**src/sv/h2p_div_stage.sv**
```systemverilog
// One restoring long-division step that yields one fraction bit of y.
// Standalone; the divisor comes in as a parameter from the top level.
module h2p_div_stage #(
  parameter int NUM_BITS = 18,
  parameter int FRAC_BITS = 24,
  parameter longint unsigned DEN = 3
) (
  input  logic                 clk,
  input  logic                 rst,
  input  logic                 in_valid,
  output logic                 in_ready,
  input  logic [NUM_BITS-1:0]  in_rem,
  input  logic [FRAC_BITS-1:0] in_quo,
  input  logic [FRAC_BITS-1:0] in_x,
  output logic                 out_valid,
  input  logic                 out_ready,
  output logic [NUM_BITS-1:0]  out_rem,
  output logic [FRAC_BITS-1:0] out_quo,
  output logic [FRAC_BITS-1:0] out_x
);

  localparam logic [NUM_BITS:0] DIVISOR = (NUM_BITS + 1)'(DEN);

  logic [NUM_BITS:0] shifted;
  logic [NUM_BITS:0] diff;
  logic              take;

  // Double the remainder and subtract the divisor where it fits.
  always_comb begin
    shifted = {in_rem, 1'b0};
    take    = shifted >= DIVISOR;
    diff    = shifted - DIVISOR;
  end

  assign in_ready = !out_valid || out_ready;

  always_ff @(posedge clk) begin
    if (rst) begin
      out_valid <= 1'b0;
    end else if (in_ready) begin
      out_valid <= in_valid;
    end
  end

  always_ff @(posedge clk) begin
    if (in_ready && in_valid) begin
      out_rem <= take ? diff[NUM_BITS-1:0] : shifted[NUM_BITS-1:0];
      out_quo <= {in_quo[FRAC_BITS-2:0], take};
      out_x   <= in_x;
    end
  end

endmodule

```
**config.mk**
```make
export PLATFORM = sky130hd
export DESIGN_NAME = h2p_div_stage
export DESIGN_NICKNAME = d
export VERILOG_FILES = /design/src/sv/h2p_div_stage.sv
export SDC_FILE = /design/constraint.sdc
export NUM_CORES = 1
export LEC_CHECK = 0
export ABC_AREA = 1
export BUFFER_PORTS_ARGS = -buffer_cell sky130_fd_sc_hd__buf_2
export CORE_ASPECT_RATIO = 2
export CORE_UTILIZATION = 48
export DETAILED_ROUTE_END_ITERATION = 7
export GPL_TIMING_DRIVEN = 0
export PLACE_DENSITY = 0.94
export SKIP_CTS_REPAIR_TIMING = 1
export SLEW_MARGIN = 20
export SYNTH_ARGS = -nofsm -noshare
export SYNTH_HDL_FRONTEND = slang
export SYNTH_SLANG_ARGS = --single-unit
```
**constraint.sdc**
```tcl
create_clock -name clk -period 6.6 [get_ports clk]
set_clock_uncertainty 0.2 [all_clocks]
set_input_delay 0.66 -clock clk [delete_from_list [all_inputs] [get_ports clk]]
set_output_delay 0.66 -clock clk [all_outputs]
set_load 0.1 [all_outputs]
```
# Yosys cells after proc, flatten, opt, wreduce, memory -nomap -nowiden

Cells that the tools add are included.

Register bits after elaboration: 67
Bits in read-only memories: 0
Memories kept: 0
Bits in latches: 0
Input port bits: 70
Memory bits (writable): 0

Multiply operators: 0
Equal/unequal tests: 0
Div/mod/pow operators: 0
Shifts and indexed selects: 0
$lt $le $gt $ge: 1
Bitwise logic cells: 0
Muxes and demuxes: 1
$add $sub $neg: 1
Reductions and logical operators: 3

Operators by type and width:

| operator                                             | number |
|---|---|
| >= comparator 19 x 2 -> 1 bit, second input constant | 1 |
| 2-to-1 mux 18 bit                                    | 1 |
| subtractor 18 x 2 -> 18 bit, second input constant   | 1 |
| logical AND 1 bit                                    | 1 |
| zero test 1 bit                                      | 1 |
| logical OR 1 bit                                     | 1 |

# Depth between registers and ports, before layout

Depth in word-level cells: 3
Mapped depth: 7
Depth with buffers taken out: 7

# Worst setup path after synthesis

OpenSTA, ideal clock, no wires.

Kind: register to register
From: register out_valid
To: register out_quo[0] (enable)
Buffers on the path: 0
Slack: 1.854 ns
Data required time: 5.889 ns
Arrival: 4.035 ns
Cell stages (with the launch flop): 2
Cells stage by stage: dfxtp_1 > a21oi_1

Word-level cells in the longest chain between the ends: 3

Ends and longest elaborated chain:

| element                  | line | source |
|---|---|---|
| start: declaration       | 15   | `output logic out_valid,` |
| start signal: assignment | 41   | `out_valid <= in_valid;` |
| zero test 1 bit          | 35   | `assign in_ready = !out_valid \|\| out_ready;` |
| logical OR 1 bit         | 35   |  |
| logical AND 1 bit        | 46   | `if (in_ready && in_valid) begin` |
| end signal: assignment   | 48   | `out_quo <= {in_quo[FRAC_BITS-2:0], take};` |
| end: declaration         | 18   | `output logic [FRAC_BITS-1:0] out_quo,` |

Every way passes these cells.
A chain may end at the register's enable or synchronous reset.

# Final worst setup path

From: input port out_ready
To: output port in_ready

Word-level cells in the longest chain between the ends: 1

Ends and longest elaborated chain:

| element            | line | source |
|---|---|---|
| start: declaration | 16   | `input logic out_ready,` |
| logical OR 1 bit   | 35   |  |
| end: declaration   | 11   | `output logic in_ready,` |

Every way passes these cells.

==> run metrics <==
outcome=completed; final setup TNS=0 ns; WL met3=between 300 and 400 microns; I/O Buffers=between 100 and 150; Filler cells=between 300 and 400; drt via density=roughly 4.7; number of DRC markers in iteration 0=65; crit path DAT=between 1 and 1.5 ns; htree depth=3; multi-input logic area=approximately 500 sq um; CP Depth=4; Worst Setup Path Type=in -> out; RSZ-0062 raised after global routing=no; DP Wirelength=between 4000 and 5000 microns; via count=1838; Num CTS Buffers=9; Die Area=~5700 sq um; cells along the critical path=buf_2, inv_1, nand2_1, buf_2; io pins=around 140; DRT antenna net count=0; Initial Util=50.30%; pwr dens=roughly 300 nW/um^2; layout cells sized above 1=51.51%; Reg2Reg Depth=2; Hold Path Depth=2; CP most frequent cell=buf_2; fin util=a little over two thirds; Seq cells post-synth=67; highest clock rate=about 460 MHz; Buf+Inv Stages, Crit Path=3; post-synth cell types=20; DRT Pass-1 Iters=4; Max stage delay on crit path=0.43 ns; Setup crit start kind=input port; die height=105.8 microns; final setup fails=0; met2 wire length=around 3400 microns; crit path capture type=output port; Worst Hold Class=in -> reg; initial antenna violation count=0; total global-route track usage=between 20% and 30%; syn avg cell area=between 10 and 15 sq um; first-pass GRT wire length=about 8500 microns; Yosys warnings=0; clk buf depth=2; sinks on the clock net=67; Final Wtd Congestion=~0.80; Seq/Total Area, Yosys=between 70 and 80%; Clk Latency, worst-skew pair=between 0.3 and 0.4 ns; cells after synthesis=178; crit path max fanout=2; core area=between 5000 and 6000 sq um; Rows=37; Tcrit/Tclk final=33.06%; CTS tree=yes; drt wl/cell=about 15 microns; max-slew violation total from the final report=0; Die X=between 50 and 60 microns; Clock Pin Slew Worst Setup and Hold Paths=0.07 ns; FF+latch area=2002 sq um; WP data required=around 5.7 ns; Layout area overhead=38.53%; Post-Syn Area=about 2600 sq um; grt ovf=0; max_cap viols=0; Slew Limit Headroom=roughly 54%; Worst Max-Slew Pin Slew=0.6864 ns; Top Metal Used=met4; Routed WL=around 5900 microns; M1 wire length=~1900 microns; # DRC=0; Leak=0.001615 uW; maximum vdd drop=between 200 and 250 uV; Crit path max-delay family=buffers and inverters; min Tclk post-route=around 2.2 ns; Root Buffer=clkbuf_8; Final Hold Fails=0; # diodes=0; vias in the first global route=about 1800; slowest stage cell, crit path=buf_2; syn_nets=~250; largest net degree at the start of global routing=28; Fin Hold WS=between 0.2 and 0.3 ns; final net count=just under 400
==> cell usage after synthesis <==
cell type | instances | area share (%)
ha_1 | 1 | 0.48
nor2_2 | 5 | 1.2
nand2_1 | 34 | 4.9
buf_8 | 1 | 0.58
a21oi_1 | 3 | 0.58
inv_2 | 1 | 0.15
nor2_4 | 2 | 0.87
nand3_1 | 8 | 1.5
or2_2 | 1 | 0.24
nor2_8 | 1 | 0.77
nand3_4 | 1 | 0.68
edfxtp_1 | 66 | 77
inv_1 | 20 | 2.9
nor2_1 | 18 | 2.6
nand2_4 | 1 | 0.44
or2_1 | 1 | 0.24
xor2_1 | 4 | 1.4
a21oi_2 | 8 | 2.7
nand2_2 | 1 | 0.24
dfxtp_1 | 1 | 0.77
==> layout by cell type (no fill, tap or decap), types with 2 or more instances in the layout <==
cell,n
buf_16,2
clkbuf_1,3
nor2_1,18
clkinv_1,3
a21oi_2,8
buf_2,136
clkbuf_8,9
xor2_1,4
inv_1,20
nor2_4,2
nand2_1,34
nand3_1,8
edfxtp_1,66
a21oi_1,2
nor2_2,5
==> logic make-up after synthesis <==
family,after synthesis,share of synthesized area (%)
buffers and inverters,22,3.630
XOR/XNOR,4,1.355
flip-flops,67,77.44
AND/OR/NAND/NOR,73,13.80
adder cells (fa/ha/maj),1,0.4839
AO/OA/AOI/OAI,11,3.291
==> where the power goes <==
group	switching, uW	internal (uW)	total (uW)	leakage (uW)
Clock	135	171	306	0.0000871
Combinational	216	41.7	258	0.000885
Sequential	6.02	497	503	0.000643
==> flip-flops by register name (all words and copies together) (netlist names) <==
name and count:
out_x 24, out_quo 24, out_rem 18, out_valid 1
==> routing by layer <==
metal  global-route usage [%]  vias to the layer above
met3                    4.329                       20
li1                         -                      906
met1                    20.37                      830
met5                        0                        -
met4                    17.67                        0
met2                    39.59                       82
==> final timing paths <==
| kind | from | end | slack, ns |
|---|---|---|---|
| max | out_ready | in_ready | 4.42 |
| min | rst | out_valid | 0.28 |
| max reg2reg | out_valid | out_quo[5] | 4.90 |
| min reg2reg | out_valid | out_valid | 0.36 |
==> stage by stage <==
step / total power, uW / cells / setup WS [ns] / area [sq um]
2_1_floorplan: 715.1 / 178 / 1.854 / 2585
3_3_place_gp: 762.1 / 372 / 1.098 / 3338
3_5_place_dp: 771.0 / 374 / 4.422 / 3405
4_1_cts: 1073 / 390 / 4.420 / 3581
5_1_grt: 1099 / 390 / 4.375 / 3581
6_report: 1067 / 390 / 4.418 / 3581
==> final cells by class <==
type	count	area share (%)
plain buffers	1	0.4193
clock buffers	12	3.774
multi-input cells	89	13.98
well taps	58	2.027
clock inverters	4	1.153
repair buffers	138	20.55
inverters	21	2.201
flip-flops and latches	67	55.91
No activity file was read; power rests on OpenSTA's default activity.
