--- config.mk ---
export PLATFORM = sky130hd
export DESIGN_NAME = h2p_digit_stage
export DESIGN_NICKNAME = d
export VERILOG_FILES = /design/src/sv/h2p_digit_stage.sv
export SDC_FILE = /design/constraint.sdc
export NUM_CORES = 1
export LEC_CHECK = 0
export ABC_AREA = 1
export BUFFER_PORTS_ARGS = -buffer_cell sky130_fd_sc_hd__clkbuf_2
export CAP_MARGIN = 0
export CORE_MARGIN = 3
export CORE_UTILIZATION = 54
export CTS_BUF_LIST = sky130_fd_sc_hd__clkbuf_8
export DETAILED_ROUTE_END_ITERATION = 12
export PLACE_DENSITY = 0.83
export SYNTH_ARGS = -nofsm -noshare
export SYNTH_HDL_FRONTEND = slang
export SYNTH_SLANG_ARGS = --single-unit
--- constraint.sdc ---
create_clock -name clk -period 6.9 [get_ports clk]
set_input_delay 1.035 -clock clk [delete_from_list [all_inputs] [get_ports clk]]
set_output_delay 1.035 -clock clk [all_outputs]
set_load 0.005 [all_outputs]
--- src/sv/h2p_digit_stage.sv ---
// One pipeline stage that peels off a single base-3 digit of the index.
// Standalone; its digit weight comes in as a parameter from the top level.
module h2p_digit_stage #(
  parameter int INDEX_BITS = 16,
  parameter int NUM_BITS = 18,
  parameter int FRAC_BITS = 24,
  parameter longint unsigned WEIGHT = 1
) (
  input  logic                  clk,
  input  logic                  rst,
  input  logic                  in_valid,
  output logic                  in_ready,
  input  logic [INDEX_BITS-1:0] in_n,
  input  logic [NUM_BITS-1:0]   in_num,
  input  logic [FRAC_BITS-1:0]  in_x,
  output logic                  out_valid,
  input  logic                  out_ready,
  output logic [INDEX_BITS-1:0] out_n,
  output logic [NUM_BITS-1:0]   out_num,
  output logic [FRAC_BITS-1:0]  out_x
);

  // Reciprocal of three, exact for every index of this width with a
  // shift of INDEX_BITS+1.
  localparam logic [INDEX_BITS-1:0] RECIP =
    INDEX_BITS'(((64'd1 << (INDEX_BITS + 1)) + 64'd2) / 64'd3);
  localparam logic [NUM_BITS-1:0] W1 = NUM_BITS'(WEIGHT);
  localparam logic [NUM_BITS-1:0] W2 = NUM_BITS'(WEIGHT * 64'd2);

  logic [2*INDEX_BITS-1:0] prod;
  logic [INDEX_BITS-2:0]   quot;
  logic [1:0]              digit;
  logic [NUM_BITS-1:0]     num_next;

  // Quotient by multiplication, then the digit from the low two bits only.
  always_comb begin
    prod  = {{INDEX_BITS{1'b0}}, in_n} * {{INDEX_BITS{1'b0}}, RECIP};
    quot  = prod[2*INDEX_BITS-1:INDEX_BITS+1];
    digit = in_n[1:0] - (quot[1:0] + {quot[0], 1'b0});
    unique case (digit)
      2'd1:    num_next = in_num + W1;
      2'd2:    num_next = in_num + W2;
      default: num_next = in_num;
    endcase
  end

  // The stage takes a word whenever it is empty or its word moves on.
  assign in_ready = !out_valid || out_ready;

  always_ff @(posedge clk) begin
    if (rst) begin
      out_valid <= 1'b0;
    end else if (in_ready) begin
      out_valid <= in_valid;
    end
  end

  always_ff @(posedge clk) begin
    if (in_ready && in_valid) begin
      out_n   <= {1'b0, quot};
      out_num <= num_next;
      out_x   <= in_x;
    end
  end

endmodule

Word level (Yosys, flattened, before mapping)
Index checks and enable logic that the tools add are counted.
{"block": "op_classes", "add_sub_neg": 4, "n_mul": 1, "n_eq_ne": 2, "mux": 1, "n_reduce_logical": 3}
{"operator": "$pmux 18 s2", "count": 1}
{"operator": "$mul 16x16->32 const B", "count": 1}
{"operator": "$add 18x1->18 const B", "count": 1}
{"operator": "$add 18x2->18 const B", "count": 1}
{"operator": "$add 2x2->2", "count": 1}
{"operator": "$eq 2x1->1 const B", "count": 1}
{"operator": "$eq 2x2->1 const B", "count": 1}
{"operator": "$sub 2x2->2", "count": 1}
{"operator": "$logic_and 1x1->1", "count": 1}
{"operator": "$logic_not 1->1", "count": 1}
{"operator": "$logic_or 1x1->1", "count": 1}
{"block": "totals", "register_bits": 58, "inputBits": 62, "elab_cells": 15}

Depth between registers and ports, before layout
{"block": "depth", "ltp_word": 5, "ltp_mapped": 39, "ltp_nobuf": 39}

Worst setup path before layout
OpenSTA, ideal clock, no wires.
{"block": "synth_path", "path_type": "input-to-reg", "start": "in in_n[1]", "end": "reg out_num[2] (data pin)", "setup_time_ns": 0.277, "arrival_time_ns": 7.128, "required_time_ns": 6.623, "path_slack_ns": -0.505, "cell_stages": 32, "path_buffers": 2, "path_cell_list": "ha_1 > fa_1 > inv_1 > fa_1 > inv_1 > fa_1 > fa_1 > fa_1 > ha_1 > a21oi_1 > o21ai_0 > a21oi_2 > nand3b_1 > nand2_2 > inv_2 > ha_1 > inv_1 > ha_1 > nor2_1 > xor2_1 > inv_1 > nand3_2 > nand2_1 > nand2_2 > nand2_2 > ha_1 > clkbuf_1 > inv_1 > clkbuf_1 > o21ai_0 > nand2_1 > o311ai_0"}
{"block": "synth_via", "elab_chain_len": 5, "word_cells_on_any_way": 6}
{"element": "start: declaration", "line_no": "13", "rtl": "input logic [INDEX_BITS-1:0] in_n,"}
{"element": "$mul 16x16->32 (*)", "line_no": "37", "rtl": "prod = {{INDEX_BITS{1'b0}}, in_n} * {{INDEX_BITS{1'b0}}, RECIP};"}
{"element": "net prod[17]", "line_no": "30", "rtl": "logic [2*INDEX_BITS-1:0] prod;"}
{"element": "$add 2x2->2 (*)", "line_no": "39", "rtl": "digit = in_n[1:0] - (quot[1:0] + {quot[0], 1'b0});"}
{"element": "$sub 2x2->2 (*)", "line_no": "39"}
{"element": "$eq 2x2->1 or $eq 2x1->1 (tied branches)", "line_no": "40", "rtl": "unique case (digit)"}
{"element": "$pmux 18 s2 (*)", "line_no": "40"}
{"element": "net num_next[2]", "line_no": "33", "rtl": "logic [NUM_BITS-1:0] num_next;"}
{"element": "end signal: assignment", "line_no": "61", "rtl": "out_num <= num_next;"}
{"element": "end: declaration", "line_no": "19", "rtl": "output logic [NUM_BITS-1:0] out_num,"}
The timed path passes the listed nets; every way through them passes the cells marked *.
A chain may end at the register's enable or synchronous reset.

Worst setup path in the final report
{"block": "layout_path", "start": "in in_n[3]", "end": "reg out_num[7] (data pin)"}
The elaborated chain is that of the path after synthesis.

==> metrics.yaml <==
outcome:
  status: "complete, but fails checks"
  violations: "negative setup slack"
grt:
  grt_max_degree: 58
  overflow: 0
  grt_pass1_wl_um: 34700
  antenna_found_initial: 0
  grt_pass1_vias: 7165
  grt_usage: 0.274
synthesis:
  yosysTopAreaCellShare: 0.219
  netlist_top_cells_count: "206 x inv_1, 134 x ha_1, 106 x nand2_1"
  synth_cell_types: 50
  synth_fp_nets: 1141
  synth_area_leaders: "edfxtp_1 22%, ha_1 21%, fa_1 20%"
  syn_inst: 866
  synth_ff_type: "edfxtp_1"
  synth_top_area_cell: "edfxtp_1"
  synthArstFlopShare: 0
  syn_area_per_cell_um2: 9.01
  syn_area_um2: 7800
  yosysWarnings: 0
  yosysMostFrequentCell: "inv_1"
  synth_edf_count: 57
  synth-seq-cells: 58
  seq_area_frac_synth: 0.222
sta:
  finalSetupViolations: 18
  setup_slack_ps: -475
  clock_skew_ps: 13.8
  fmaxAchievable_mhz: 136
  final_max_slew_viol_count: 0
  slew_headroom: 0.529
  finalCriticalPeriod_ps: 7380
  finalCritPeriodShare: 1.07
  tightest_slew_ps: 706
  setup_tns_ps: -4910
  hold_viol_final: 0
  rsz0062_at_grt: "true"
finish:
  regArea_um2: 1730
  fin_nets: 1391
  fin_util: 0.745
  fin_cells: 1301
  syn_to_final_growth_pct: 33.5
  multi_input_comb_area_um2: 5840
  drive_gt1_frac: 0.356
  diodes: 0
  stdcell_area_um2: 10400
  fillCellCount: 943
floorplan:
  rows: 43
  die_h_um: 126
  ios: 122
  start_util: 0.558
  core-area_um2: 14000
  die_area_um2: 15900
  die_x_um: 126
worst_setup_path:
  r2r_slack_ps: 5450
  critPathSlowestCell: "fa_1"
  worstPathRequired_ps: 7000
  reg2reg_to: "out_n[14]"
  cpMostUsedCell: "inv_2"
  timing.rr.start: "out_valid"
  endpoint_kind: "register"
  slowest_delay_ps: 560
  arrival_ps: 7470
  crit_type: "in -> reg"
  cp_max_fo: 3
  critPathLaunchType: "primary input"
  worstRegToRegCells: 2
drt:
  dr_total_vias: 7180
  drt_iter0_drc: 655
  wl_per_cell_um: 18.5
  vias_per_cell: 5.52
  drt-total-wl_um: 24000
  postRouteAntennaNets: 0
  drc_errors: 0
  first_pass_iters: 7
clock_network:
  ctsLongestPathBuffers: 2
  hold_buffers: 0
  cts_buffers: 9
  clkLatencyLatePin_ps: 340
  ctsRootBufferMaster: "clkbuf_8"
  cts_tree: "built"
  clkSlewWorstSetupHoldPaths_ps: 60
  cts_sinks: 58
  htree_levels: 3
place:
  dp_cells: 1266
  place.gp.congestion: 0.945
  io_buffers: 120
  hpwl_um: 18300
  placed_cell_area_um2: 9590
worst_hold_path:
  whs_path_depth: 2
  min_to: "out_valid"
  hold_path_class: "reg -> reg"
  worstHoldStart: "out_valid"
run:
  max-cap-violations: 0
## state kept, by name, summed over array words and instances, names as in the netlist
signal     count
out_x         24
out_num       18
out_valid      1
out_n         15
## per-layer routing
metal	routed length [um]	global-route usage
met5	0	0
met2	12300	0.489
met1	8830	0.321
met4	1440	0.136
met3	1440	0.0399
## worst max path at each step
stage	slack, ps	to	cells past startpoint	start
2_1_floorplan	8	out_num[9]	36	in_n[1]
3_3_place_gp	-380	out_num[12]	39	in_n[11]
3_5_place_dp	-610	out_num[12]	39	in_n[11]
4_1_cts	2	out_num[9]	37	in_n[2]
5_1_grt	-630	out_num[7]	37	in_n[3]
6_report	-480	out_num[7]	37	in_n[3]
## kinds of logic after synthesis
family	synth area share
compound gates	0.0866
xor+xnor	0.0168
fa+ha+maj	0.418
buf+inv	0.107
flops	0.222
mux	0.00144
other cells	0.000481
simple gates	0.148
## placed cells by master, fill, tap and decap left out, drive strengths merged, types with 2 or more instances in the layout
| master | n |
|---|---|
| ha | 134 |
| inv | 216 |
| nand3 | 42 |
| nor4 | 3 |
| a21o | 5 |
| xnor2 | 4 |
| fa | 79 |
| a21oi | 42 |
| buf | 130 |
| o21ai | 35 |
| edfxtp | 57 |
| nor3 | 9 |
| o22ai | 2 |
| nand4 | 4 |
| a31oi | 6 |
| nand2 | 128 |
| clkbuf | 126 |
| a22oi | 2 |
| a21boi | 3 |
| o21bai | 6 |
| nor2 | 53 |
| o211ai | 3 |
| clkinv | 4 |
| o31ai | 3 |
| xor2 | 11 |
## per-stage QoR
step           setup WS [ps]  hold slack [ps]
6_report                -475              574
5_1_grt                 -627              641
4_1_cts                 2.26              585
3_5_place_dp            -608              576
3_3_place_gp            -383              564
2_1_floorplan           7.90              507
## area by class of cell
class                           count  share of cell area
Clock buffer                       11              0.0145
Clock inverter                      5             0.00456
Inverter                          216              0.0786
Multi-Input combinational cell    586               0.561
Sequential cell                    58               0.166
Tap cell                          180              0.0216
Timing Repair Buffer              245               0.154
## critical path: cells and delay by family
| kind | cells | cell delay (ps) |
|---|---|---|
| AOI/OAI and AO/OA | 2 | 410 |
| xor gates and xnor gates | 1 | 180 |
| adders and majority gates | 10 | 3780 |
| buffers and inverters | 11 | 820 |
| and+or+nand+nor | 13 | 1250 |
## repair_timing
action	in CTS	in global routing
endpoints found under the setup margin	12	18
setup buffers	10	9
pin swaps	22	50
gates resized for setup	31	87
Power is not shown: default switching activity piles up to over one toggle a cycle in this logic, so the estimate is an artifact.
